===== src/rtl/rogma_pkg.sv =====
// ----------------------------------------------------------------------------
// rogma_pkg
// shared widths, register indexes and controller/datapath handshake types
// ----------------------------------------------------------------------------
package rogma_pkg;

   localparam int RANGE_W = 12;
   localparam int CSR_IDX_W = 4;
   localparam int DIV_CNT_W = 4;

   localparam logic [RANGE_W-1:0] HALF_INCH = 12'd8;
   localparam logic [RANGE_W-1:0] LIMIT_RESET = 12'd800;

   localparam logic [CSR_IDX_W-1:0] CSR_GATE_ENABLE = 4'd0;
   localparam logic [CSR_IDX_W-1:0] CSR_GATE_LIMIT = 4'd1;

   typedef struct packed {
      logic load;
      logic sum_step;
      logic div_init;
      logic div_step;
      logic finish;
   } cmd_type;

   typedef struct packed {
      logic sum_last;
      logic div_last;
   } stat_type;

endpackage


===== src/rtl/rogma_if.sv =====
// ----------------------------------------------------------------------------
// rogma channel interfaces
// sample, result and register write channels with valid/ready
// ----------------------------------------------------------------------------
interface rogma_req_if;
   import rogma_pkg::*;
   logic valid;
   logic ready;
   logic [RANGE_W-1:0] range_sample;
   modport source (output valid, output range_sample, input ready);
   modport sink (input valid, input range_sample, output ready);
endinterface

interface rogma_rsp_if;
   import rogma_pkg::*;
   logic valid;
   logic ready;
   logic [RANGE_W-1:0] filtered_range;
   modport source (output valid, output filtered_range, input ready);
   modport sink (input valid, input filtered_range, output ready);
endinterface

interface rogma_csr_if;
   import rogma_pkg::*;
   logic valid;
   logic ready;
   logic [CSR_IDX_W-1:0] index;
   logic [RANGE_W-1:0] data;
   modport source (output valid, output index, output data, input ready);
   modport sink (input valid, input index, input data, output ready);
endinterface


===== src/rtl/rogma_datapath.sv =====
// ----------------------------------------------------------------------------
// rogma_datapath
// gate, sample ring, serial sum and restoring divide, result register
// ----------------------------------------------------------------------------
module rogma_datapath #(
   parameter int WINDOW = 10
) (
   input  logic                       clock,
   input  logic                       reset,
   input  rogma_pkg::cmd_type         cmd,
   output rogma_pkg::stat_type        stat,
   input  logic [rogma_pkg::RANGE_W-1:0] req_range_sample,
   output logic [rogma_pkg::RANGE_W-1:0] rsp_filtered_range,
   input  logic                       csr_write,
   input  logic [rogma_pkg::CSR_IDX_W-1:0] csr_index,
   input  logic [rogma_pkg::RANGE_W-1:0] csr_data
);
   import rogma_pkg::*;

   localparam int IDX_W = $clog2(WINDOW);
   localparam int CNT_W = $clog2(WINDOW + 1);
   localparam int SUM_W = RANGE_W + CNT_W;

   logic [RANGE_W-1:0] ring_ff [WINDOW];
   logic [IDX_W-1:0]   slot_ff, slot_in;
   logic [IDX_W-1:0]   idx_ff, idx_in;
   logic [SUM_W-1:0]   sum_ff, sum_in;
   logic [CNT_W-1:0]   cnt_ff, cnt_in;
   logic [CNT_W-1:0]   rem_ff, rem_in;
   logic [RANGE_W-1:0] dq_ff, dq_in;
   logic [DIV_CNT_W-1:0] dcnt_ff, dcnt_in;
   logic [RANGE_W-1:0] last_ff, last_in;
   logic [RANGE_W-1:0] out_ff, out_in;
   logic               gate_en_ff, gate_en_in;
   logic [RANGE_W-1:0] gate_lim_ff, gate_lim_in;

   logic [RANGE_W:0]   gate_hi;
   logic [RANGE_W-1:0] gated;
   logic [RANGE_W-1:0] entry;
   logic [CNT_W:0]     shifted;
   logic [CNT_W:0]     diff;
   logic               fits;
   logic [RANGE_W:0]   biased;
   logic [RANGE_W-1:0] result;

   // outlier gate against the last output
   always_comb begin
      gate_hi = {1'b0, last_ff} + {1'b0, gate_lim_ff};
      gated = req_range_sample;
      if (gate_en_ff) begin
         if ({1'b0, req_range_sample} > gate_hi) begin
            gated = last_ff;
         end else if (last_ff > gate_lim_ff && req_range_sample < last_ff - gate_lim_ff) begin
            gated = last_ff;
         end
      end
   end

   always_comb begin
      entry = ring_ff[idx_ff];
      shifted = {rem_ff, dq_ff[RANGE_W-1]};
      diff = shifted - {1'b0, cnt_ff};
      fits = shifted >= {1'b0, cnt_ff};
      biased = {1'b0, dq_ff} + {1'b0, HALF_INCH};
      if (cnt_ff == '0) begin
         result = '0;
      end else if (biased[RANGE_W]) begin
         result = '1;
      end else begin
         result = biased[RANGE_W-1:0];
      end
   end

   always_comb begin
      slot_in = slot_ff;
      idx_in = idx_ff;
      sum_in = sum_ff;
      cnt_in = cnt_ff;
      rem_in = rem_ff;
      dq_in = dq_ff;
      dcnt_in = dcnt_ff;
      last_in = last_ff;
      out_in = out_ff;
      gate_en_in = gate_en_ff;
      gate_lim_in = gate_lim_ff;
      if (cmd.load) begin
         slot_in = (slot_ff == IDX_W'(WINDOW - 1)) ? '0 : slot_ff + 1'b1;
         idx_in = '0;
         sum_in = '0;
         cnt_in = '0;
      end
      if (cmd.sum_step) begin
         idx_in = idx_ff + 1'b1;
         if (entry != '0) begin
            sum_in = sum_ff + SUM_W'(entry);
            cnt_in = cnt_ff + 1'b1;
         end
      end
      // quotient fits in RANGE_W bits, so the upper sum bits start the remainder
      if (cmd.div_init) begin
         rem_in = sum_ff[SUM_W-1:RANGE_W];
         dq_in = sum_ff[RANGE_W-1:0];
         dcnt_in = '0;
      end
      if (cmd.div_step) begin
         rem_in = fits ? diff[CNT_W-1:0] : shifted[CNT_W-1:0];
         dq_in = {dq_ff[RANGE_W-2:0], fits};
         dcnt_in = dcnt_ff + 1'b1;
      end
      if (cmd.finish) begin
         last_in = result;
         out_in = result;
      end
      if (csr_write) begin
         unique case (csr_index)
            CSR_GATE_ENABLE: gate_en_in = csr_data[0];
            CSR_GATE_LIMIT:  gate_lim_in = csr_data;
            default: ;
         endcase
      end
   end

   always_ff @(posedge clock) begin
      if (reset) begin
         for (int k = 0; k < WINDOW; k++) begin
            ring_ff[k] <= '0;
         end
         slot_ff <= '0;
         last_ff <= '0;
         gate_en_ff <= 1'b0;
         gate_lim_ff <= LIMIT_RESET;
      end else begin
         if (cmd.load) begin
            ring_ff[slot_ff] <= gated;
         end
         slot_ff <= slot_in;
         last_ff <= last_in;
         gate_en_ff <= gate_en_in;
         gate_lim_ff <= gate_lim_in;
      end
   end

   always_ff @(posedge clock) begin
      idx_ff <= idx_in;
      sum_ff <= sum_in;
      cnt_ff <= cnt_in;
      rem_ff <= rem_in;
      dq_ff <= dq_in;
      dcnt_ff <= dcnt_in;
      out_ff <= out_in;
   end

   assign stat.sum_last = (idx_ff == IDX_W'(WINDOW - 1));
   assign stat.div_last = (dcnt_ff == DIV_CNT_W'(RANGE_W - 1));
   assign rsp_filtered_range = out_ff;

endmodule


===== src/rtl/rogma_ctrl.sv =====
// ----------------------------------------------------------------------------
// rogma_ctrl
// sequencer for load, sum, divide and result hand-off
// ----------------------------------------------------------------------------
module rogma_ctrl (
   input  logic                clock,
   input  logic                reset,
   input  logic                req_valid,
   output logic                req_ready,
   output logic                rsp_valid,
   input  logic                rsp_ready,
   input  rogma_pkg::stat_type stat,
   output rogma_pkg::cmd_type  cmd
);
   import rogma_pkg::*;

   typedef enum logic [4:0] {
      ST_IDLE  = 5'b00001,
      ST_SUM   = 5'b00010,
      ST_DINIT = 5'b00100,
      ST_DIV   = 5'b01000,
      ST_DONE  = 5'b10000
   } state_type;

   state_type state_ff, state_in;
   logic      rsp_valid_ff, rsp_valid_in;

   always_comb begin
      state_in = state_ff;
      cmd = '0;
      rsp_valid_in = rsp_valid_ff && !rsp_ready;
      unique case (state_ff)
         ST_IDLE: begin
            if (req_valid) begin
               cmd.load = 1'b1;
               state_in = ST_SUM;
            end
         end
         ST_SUM: begin
            cmd.sum_step = 1'b1;
            if (stat.sum_last) begin
               state_in = ST_DINIT;
            end
         end
         ST_DINIT: begin
            cmd.div_init = 1'b1;
            state_in = ST_DIV;
         end
         ST_DIV: begin
            cmd.div_step = 1'b1;
            if (stat.div_last) begin
               state_in = ST_DONE;
            end
         end
         ST_DONE: begin
            if (!rsp_valid_ff || rsp_ready) begin
               cmd.finish = 1'b1;
               rsp_valid_in = 1'b1;
               state_in = ST_IDLE;
            end
         end
         default: state_in = ST_IDLE;
      endcase
   end

   always_ff @(posedge clock) begin
      if (reset) begin
         state_ff <= ST_IDLE;
         rsp_valid_ff <= 1'b0;
      end else begin
         state_ff <= state_in;
         rsp_valid_ff <= rsp_valid_in;
      end
   end

   assign req_ready = (state_ff == ST_IDLE);
   assign rsp_valid = rsp_valid_ff;

   // result register never overwritten while a transaction is pending
   a_finish_free: assert property (@(posedge clock) disable iff (reset)
      cmd.finish |-> (!rsp_valid_ff || rsp_ready))
      else $error("result overwritten while pending");

   a_accept_sum: assert property (@(posedge clock) disable iff (reset)
      (req_valid && req_ready) |=> (state_ff == ST_SUM))
      else $error("accepted sample not summed");

   a_sum_to_div: assert property (@(posedge clock) disable iff (reset)
      (state_ff == ST_SUM && stat.sum_last) |=> (state_ff == ST_DINIT))
      else $error("sum sweep did not end at divide");

   a_finish_valid: assert property (@(posedge clock) disable iff (reset)
      cmd.finish |=> rsp_valid_ff && state_ff == ST_IDLE)
      else $error("finished result not presented");

endmodule


===== src/rtl/range_outlier_gate_moving_average.sv =====
// ----------------------------------------------------------------------------
// range_outlier_gate_moving_average
// gated moving average of range samples over a ring of WINDOW entries
// the result is built by a serial ring sum (one entry a cycle) and a 12-step
// restoring divide; a new sample is taken only once the last result is registered
// reset clears the ring, write slot, last output and gate registers at once
// ----------------------------------------------------------------------------
module range_outlier_gate_moving_average #(
   parameter int WINDOW = 10
) (
   input  logic       clock,
   input  logic       reset,
   rogma_req_if.sink   req_bus,
   rogma_rsp_if.source rsp_bus,
   rogma_csr_if.sink   csr_bus
);
   import rogma_pkg::*;

   cmd_type  cmd;
   stat_type stat;

   assign csr_bus.ready = 1'b1;

   rogma_ctrl u_ctrl (
      .clock     (clock),
      .reset     (reset),
      .req_valid (req_bus.valid),
      .req_ready (req_bus.ready),
      .rsp_valid (rsp_bus.valid),
      .rsp_ready (rsp_bus.ready),
      .stat      (stat),
      .cmd       (cmd)
   );

   rogma_datapath #(
      .WINDOW (WINDOW)
   ) u_datapath (
      .clock              (clock),
      .reset              (reset),
      .cmd                (cmd),
      .stat               (stat),
      .req_range_sample   (req_bus.range_sample),
      .rsp_filtered_range (rsp_bus.filtered_range),
      .csr_write          (csr_bus.valid),
      .csr_index          (csr_bus.index),
      .csr_data           (csr_bus.data)
   );

endmodule

===== src/flat_wrapper.sv =====
// flat-port wrapper written by rule: the top's interface ports become plain ports
module range_outlier_gate_moving_average_flat import rogma_pkg::*;
#(
   parameter int WINDOW = 10
)
  (clock, reset, req_bus_valid, req_bus_range_sample, req_bus_ready, rsp_bus_valid, rsp_bus_filtered_range, rsp_bus_ready, csr_bus_valid, csr_bus_index, csr_bus_data, csr_bus_ready);
  rogma_req_if req_bus_i ();
  rogma_rsp_if rsp_bus_i ();
  rogma_csr_if csr_bus_i ();
  input  logic clock;
  input  logic reset;
  input wire logic [$bits(req_bus_i.valid)-1:0] req_bus_valid;
  input wire logic [$bits(req_bus_i.range_sample)-1:0] req_bus_range_sample;
  output wire logic [$bits(req_bus_i.ready)-1:0] req_bus_ready;
  output wire logic [$bits(rsp_bus_i.valid)-1:0] rsp_bus_valid;
  output wire logic [$bits(rsp_bus_i.filtered_range)-1:0] rsp_bus_filtered_range;
  input wire logic [$bits(rsp_bus_i.ready)-1:0] rsp_bus_ready;
  input wire logic [$bits(csr_bus_i.valid)-1:0] csr_bus_valid;
  input wire logic [$bits(csr_bus_i.index)-1:0] csr_bus_index;
  input wire logic [$bits(csr_bus_i.data)-1:0] csr_bus_data;
  output wire logic [$bits(csr_bus_i.ready)-1:0] csr_bus_ready;
  assign req_bus_i.valid = req_bus_valid;
  assign req_bus_i.range_sample = req_bus_range_sample;
  assign req_bus_ready = req_bus_i.ready;
  assign rsp_bus_valid = rsp_bus_i.valid;
  assign rsp_bus_filtered_range = rsp_bus_i.filtered_range;
  assign rsp_bus_i.ready = rsp_bus_ready;
  assign csr_bus_i.valid = csr_bus_valid;
  assign csr_bus_i.index = csr_bus_index;
  assign csr_bus_i.data = csr_bus_data;
  assign csr_bus_ready = csr_bus_i.ready;
  range_outlier_gate_moving_average #(.WINDOW(WINDOW)) u_core (.clock(clock), .reset(reset), .req_bus(req_bus_i), .rsp_bus(rsp_bus_i), .csr_bus(csr_bus_i));
endmodule

===== config.mk =====
export PLATFORM = sky130hd
export DESIGN_NAME = range_outlier_gate_moving_average_flat
export DESIGN_NICKNAME = d
export VERILOG_FILES = /design/src/rtl/rogma_pkg.sv /design/src/rtl/rogma_if.sv /design/src/rtl/rogma_datapath.sv /design/src/rtl/rogma_ctrl.sv /design/src/rtl/range_outlier_gate_moving_average.sv /design/src/flat_wrapper.sv
export SDC_FILE = /design/constraint.sdc
export NUM_CORES = 1
export LEC_CHECK = 0
export BUFFER_PORTS_ARGS = -buffer_cell sky130_fd_sc_hd__buf_4
export CAP_MARGIN = 40
export CORE_UTILIZATION = 35
export CTS_CLUSTER_DIAMETER = 60
export DETAILED_ROUTE_END_ITERATION = 7
export GPL_ROUTABILITY_DRIVEN = 0
export GPL_TIMING_DRIVEN = 0
export HOLD_SLACK_MARGIN = 0.1
export SETUP_SLACK_MARGIN = 0.2
export SLEW_MARGIN = 0
export SYNTH_ARGS = -nofsm -noshare
export SYNTH_HDL_FRONTEND = slang
export SYNTH_SLANG_ARGS = --single-unit

===== constraint.sdc =====
create_clock -name clock -period 4.71 [get_ports clock]
set_input_delay 0.942 -clock clock [delete_from_list [all_inputs] [get_ports clock]]
set_output_delay 0.942 -clock clock [all_outputs]
set_load 0.02 [all_outputs]

; After elaboration in Yosys (flattened, before gate mapping)
; Memories as Yosys holds them, arrays and structs flattened. A register that Yosys moved wholly into a read port is not among the register bits.
; Cells that the tools add are included.
[word_totals]
register_bits = 91
ramBits = 120
in_bits = 33
out_inout_bits = 15
elab_cells = 98
memories = 1
[classes]
addsub = 9
order_cmp = 4
eq_ne = 13
n_mux = 44
reduce_logical = 14
[mem_list]
columns = name, words, width, rd, rd_clocked_by_memory_dff, write_ports, line_no
row1 = u_core.u_datapath.ring_ff, 10, 12, 1, 1, 10, rogma_datapath.sv:24  ; logic [RANGE_W-1:0] ring_ff [WINDOW];
[op_table]
columns = op, n
row1 = 12-bit two-way mux, 8
row2 = 4-bit two-way mux, 13
row3 = 16-bit two-way mux, 3
row4 = 5-bit one-hot mux with 5 select lines, 1
row5 = 5-bit two-way mux, 4
row6 = 16-bit by 12-bit adder with 16-bit output, 1
row7 = "4-bit by 1-bit adder with 4-bit output, second input constant", 4
row8 = 1-bit two-way mux, 15
row9 = 12-bit by 12-bit adder with 13-bit output, 1
row10 = "12-bit by 4-bit adder with 13-bit output, second input constant", 1
row11 = 12-bit by 13-bit greater-than comparator with 1-bit output, 1
row12 = "4-bit equality test, second input constant", 3
row13 = 12-bit greater-than comparator, 1
row14 = 12-bit less-than comparator, 1
row15 = 12-bit nonzero test, 1
row16 = 12-bit OR reduction, 1
row17 = 12-bit subtractor, 1
row18 = 4-bit logical NOT, 2
row19 = "5-bit by 1-bit equality test with 1-bit output, second input constant", 1
row20 = "5-bit by 2-bit equality test with 1-bit output, second input constant", 1
row21 = "5-bit by 3-bit equality test with 1-bit output, second input constant", 1
row22 = "5-bit by 4-bit equality test with 1-bit output, second input constant", 1
row23 = "5-bit equality test, second input constant", 1
row24 = 5-bit by 4-bit >= comparator with 1-bit output, 1
row25 = other kinds (10), 16

; Longest topological paths before layout
[depth]
depth_word = 7
mapped_depth = 20
depth_no_buf = 18

; Hierarchy
; Synthesis repeated with hierarchy kept, for this count alone.
[unflattened]
hier_cells = 1150
area_unflattened_um2 = 14273.7
[by_module_without_submodules]
columns = mod, instances, cells_each, area_each_um2, seq_area_each_um2
row1 = rogma_datapath, 1, 1104, 13903.3, 7907.6
row2 = rogma_ctrl, 1, 44, 359.1, 120.1
row3 = range_outlier_gate_moving_average, 1, 2, 11.3, 0.0

; Least setup slack after synthesis
; OpenSTA, ideal clock, no wires.
[synth_path]
kind = register to register
startpoint = reg u_core.u_ctrl.state_ff[2]
endpoint = reg u_core.u_datapath.dcnt_ff[0], enable pin
setup_time_ns = 0.507
arrival_time_ns = 3.791
required_time_ns = 4.203
slack_ns = 0.412
path_stages_with_launch = 3
n_path_buf = 0
period_less_slack_ns = 4.298
path_cell_list = dfxtp_1 > nand2b_1 > a2111oi_0
[synth_between]
elab_chain_len = 3
word_cells_on_any_way = 5
cone_classes = 2 x eq/ne / 2 x mux / 1 x reduce/logical
[synth_lines]
columns = element, line_no
row1 = "start, declared", rogma_ctrl.sv:25  ; state_type state_ff, state_in;
row2 = "start signal, assigned", rogma_ctrl.sv:71  ; state_ff <= state_in;
row3 = 5-bit by 4-bit equality test with 1-bit output or 5-bit by 3-bit equality test with 1-bit output (tied branches), rogma_ctrl.sv:32  ; unique case (state_ff)
row4 = 1-bit two-way mux, rogma_ctrl.sv:32
row5 = 2-bit nonzero test (no line) (*), --
row6 = "end signal, assigned", rogma_datapath.sv:149  ; dcnt_ff <= dcnt_in;
row7 = "end, declared", rogma_datapath.sv:31  ; logic [DIV_CNT_W-1:0] dcnt_ff, dcnt_in;
; Mark *: on every way between the ends. The rest lies on a longest branch, timed or not.
; A chain may end at the register's enable or synchronous reset.

==> results.yml <==
outcome:
  status: "finished clean"
routing:
  drtIter0Drc: 1126
  dr_total_vias: 10032
  wl_um: 38700
  routedWlPerCell_um: 21.2
  drc: 0
  antenna_left: 0
  first_pass_iters: 6
  drt-vias-per-instance: 5.49
logic_synthesis:
  synthArstFlopShare_pct: 0
  syn_inst: 1174
  syn_area_um2: 14400
  synth_cell_types: 63
  synth_adder_area_share_pct: 6.55
  synth.area.mux_share_pct: 10.9
  synth.avg_cell_area_um2: 12.3
  yosys_warnings: 0
  synth_top_family_by_area: "compound AO/OA/AOI/OAI gates"
  synth_nets: 1280
  synth_compound_area_share_pct: 11.5
  yosysSeqAreaShare_pct: 55.7
  synth-xor-area-share_pct: 2.49
  synth_flop_cell: "edfxtp_1"
  synth-edff-count: 228
  synth-simple-area-share_pct: 9.99
  synth_seq_cells: 287
sta:
  fmax_mhz: 229
  slew_violations: 0
  setup_viol: 0
  worst_pin_slew_ns: 1.34
  rsz0062_at_grt: "yes"
  finalHoldViolations: 0
  hold_ws_ns: 0.461
  clock-skew-final_ns: 0.0258
  min_period_ns: 4.36
  maxSlewHeadroom_pct: 10.7
  worst_slack_ns: 0.351
  fin_crit_sh_pct: 92.6
clock_tree:
  numCtsBuffers: 30
  cts_num_sinks: 287
  cts_tree: "yes"
  clk_pin_slew_ns: 0.06
  htreeDepth: 1
  clk_latency_ns: 0.57
  cts_root_buf: "clkbuf_16"
  cts.path.max_buffers: 3
critical_path:
  cp.arrival_ns: 4.60
  crit_type: "flop to flop"
  end_kind: "flop"
  start_kind: "flop"
  crit_fanout: 10
  cp.required_ns: 4.95
power_and_ir_drop:
  power.leakage_nw: 6.23
  peakVddDrop_v: 0.000273
  total_power_mw: 6.31
  powerDensity_nw_per_um2: 366
die:
  rows: 73
  core_area_um2: 40200
  die_w_um: 205
  die_h_um: 205
  ioPinCount: 48
  die_area_um2: 42000
  start_util_pct: 35.8
min_path:
  hp-class: "flop to flop"
layout:
  nets: 1386
  area_delta_synth_final_pct: 19.7
  layout.cells.non_filler: 1827
  fin_area_um2: 17300
  n_antenna_cell: 0
  layout-drive-gt1-share_pct: 20.9
place:
  dp.cells: 1757
  place_ws_ns: -0.320
  placement.io_buffers: 45
  hpwlAfterDp_um: 27700
  dpl-instance-area_um2: 15600
global_routing:
  grt_max_degree: 15
  grt-ovfl-total: 0
  grt_pass1_vias: 9873
  grt_util_all_layers_pct: 18.4
  grt_pass1_wl_um: 58400
  antenna_found_initial: 0
job:
  drv_cap: 0
==> what timing repair did <==
| item | 4_1_cts | 5_1_grt |
|---|---|---|
| setup endpoints to repair | 176 | 194 |
| setup buffers | 1 | 11 |
| gates resized for setup | 49 | 66 |
| cloned | 1 | 3 |
| pin swaps | 1 | 27 |
| hold buffers | 0 | 0 |
==> cell usage after synthesis (15+ instances only) <==
| cell type | number | area share, % |
|---|---|---|
| xnor2_1 | 26 | 1.6 |
| xor2_1 | 15 | 0.91 |
| inv_1 | 44 | 1.1 |
| clkbuf_1 | 38 | 0.99 |
| edfxtp_1 | 228 | 48 |
| nand3_1 | 35 | 1.2 |
| mux4_2 | 56 | 8.8 |
| o21ai_0 | 25 | 0.87 |
| dfxtp_1 | 59 | 8.2 |
| a21oi_1 | 176 | 6.1 |
| nor2_1 | 76 | 2.0 |
| mux2i_1 | 19 | 1.3 |
| ha_1 | 69 | 6.0 |
| nand2_1 | 100 | 2.6 |
| nor2b_1 | 20 | 0.87 |
==> cell type report <==
class	instances	area [um^2]
sequential	287	8040
timing repair buffer	73	653
fill	3698	22900
clock buffer	40	851
inverter	44	165
multi-input combinational	790	6450
clock inverter	14	149
buffer	54	283
tap	525	657
==> report_power, final <==
part / internal, mW / leakage [nW] / switching [mW]
Combinational: 0.413 / 3.03 / 0.578
Sequential: 2.83 / 2.71 / 0.0692
Clock: 1.43 / 0.490 / 0.985
==> through the flow <==
step                utilization (%)  TNS (ns)
floorplan                         -         0
global placement               38.3    -45.62
detailed placement             38.7    -15.69
CTS                            41.8         0
global route                   42.9         0
finish                         42.9         0
==> sequential cells by signal (all words and copies together) (netlist names), 5 cells and up, named ones only <==
| register | count |
|---|---|
| u_core.u_ctrl.state_ff | 5 |
| u_core.u_datapath.dq_ff | 12 |
| u_core.u_datapath.gate_lim_ff | 12 |
| u_core.u_datapath.last_ff | 12 |
| u_core.u_datapath.ring_ff | 192 |
| u_core.u_datapath.rsp_filtered_range | 12 |
| u_core.u_datapath.sum_ff | 16 |
==> cell families (layout without fill, tap and decap cells) <==
| group | Yosys count | count (layout) |
|---|---|---|
| AO/OA/AOI/OAI | 288 | 288 |
| XOR/XNOR | 41 | 41 |
| adder cells (fa/ha/maj) | 73 | 73 |
| buffers and inverters | 98 | 225 |
| flip-flops | 287 | 287 |
| multiplexers | 85 | 85 |
| other | 1 | 1 |
| AND/OR/NAND/NOR | 301 | 302 |
==> worst paths after layout <==
| kind | startpoint | endpoint | slack [ns] | cells past startpoint |
|---|---|---|---|---|
| worst max register to register | u_core.u_datapath.last_ff[0] | u_core.u_datapath.ring_ff[15][6] | 0.35 | 19 |
| worst max-delay path | u_core.u_datapath.last_ff[0] | u_core.u_datapath.ring_ff[15][6] | 0.35 | 19 |
| worst min register to register | u_core.u_datapath.cnt_ff[3] | u_core.u_datapath.cnt_ff[3] | 0.46 | 1 |
| worst min-delay path | u_core.u_datapath.cnt_ff[3] | u_core.u_datapath.cnt_ff[3] | 0.46 | 1 |
==> critical path: stages (launching register included) <==
cell and delay (ns):
dfxtp_4 0.38, ha_2 0.20, fa_1 0.40, nand2b_1 0.10, a21oi_1 0.09, o21bai_1 0.19
a21oi_2 0.10, o2111ai_2 0.23, nand2_1 0.14, xnor2_2 0.16, ha_1 0.31, a21o_1 0.18
a21oi_2 0.16, nand3_1 0.14, o221ai_4 0.24, and3b_1 0.20, clkbuf_2 0.16, buf_8 0.17
o21ai_4 0.36, a21oi_4 0.14
==> cell usage in the layout, fill, tap and decap left out, drive strengths merged, types with 20 or more instances in the layout <==
cell and count:
edfxtp 228, nor2 76, dfxtp 59, a21oi 176, xnor2 26, mux4 56
nor2b 20, buf 89, o21ai 46, ha 69, nand2 100, clkbuf 78
inv 46, nand3 36
==> routing by layer <==
metal / part of all wire, % / routed length [um] / global-route usage, %
met5: 0 / 0 / 0
met3: 7.2 / 2770 / 2.53
met1: 43 / 16500 / 25.6
met2: 48 / 18400 / 30.1
met4: 2.4 / 932 / 4.84
Power figures use the tool's default switching activity.
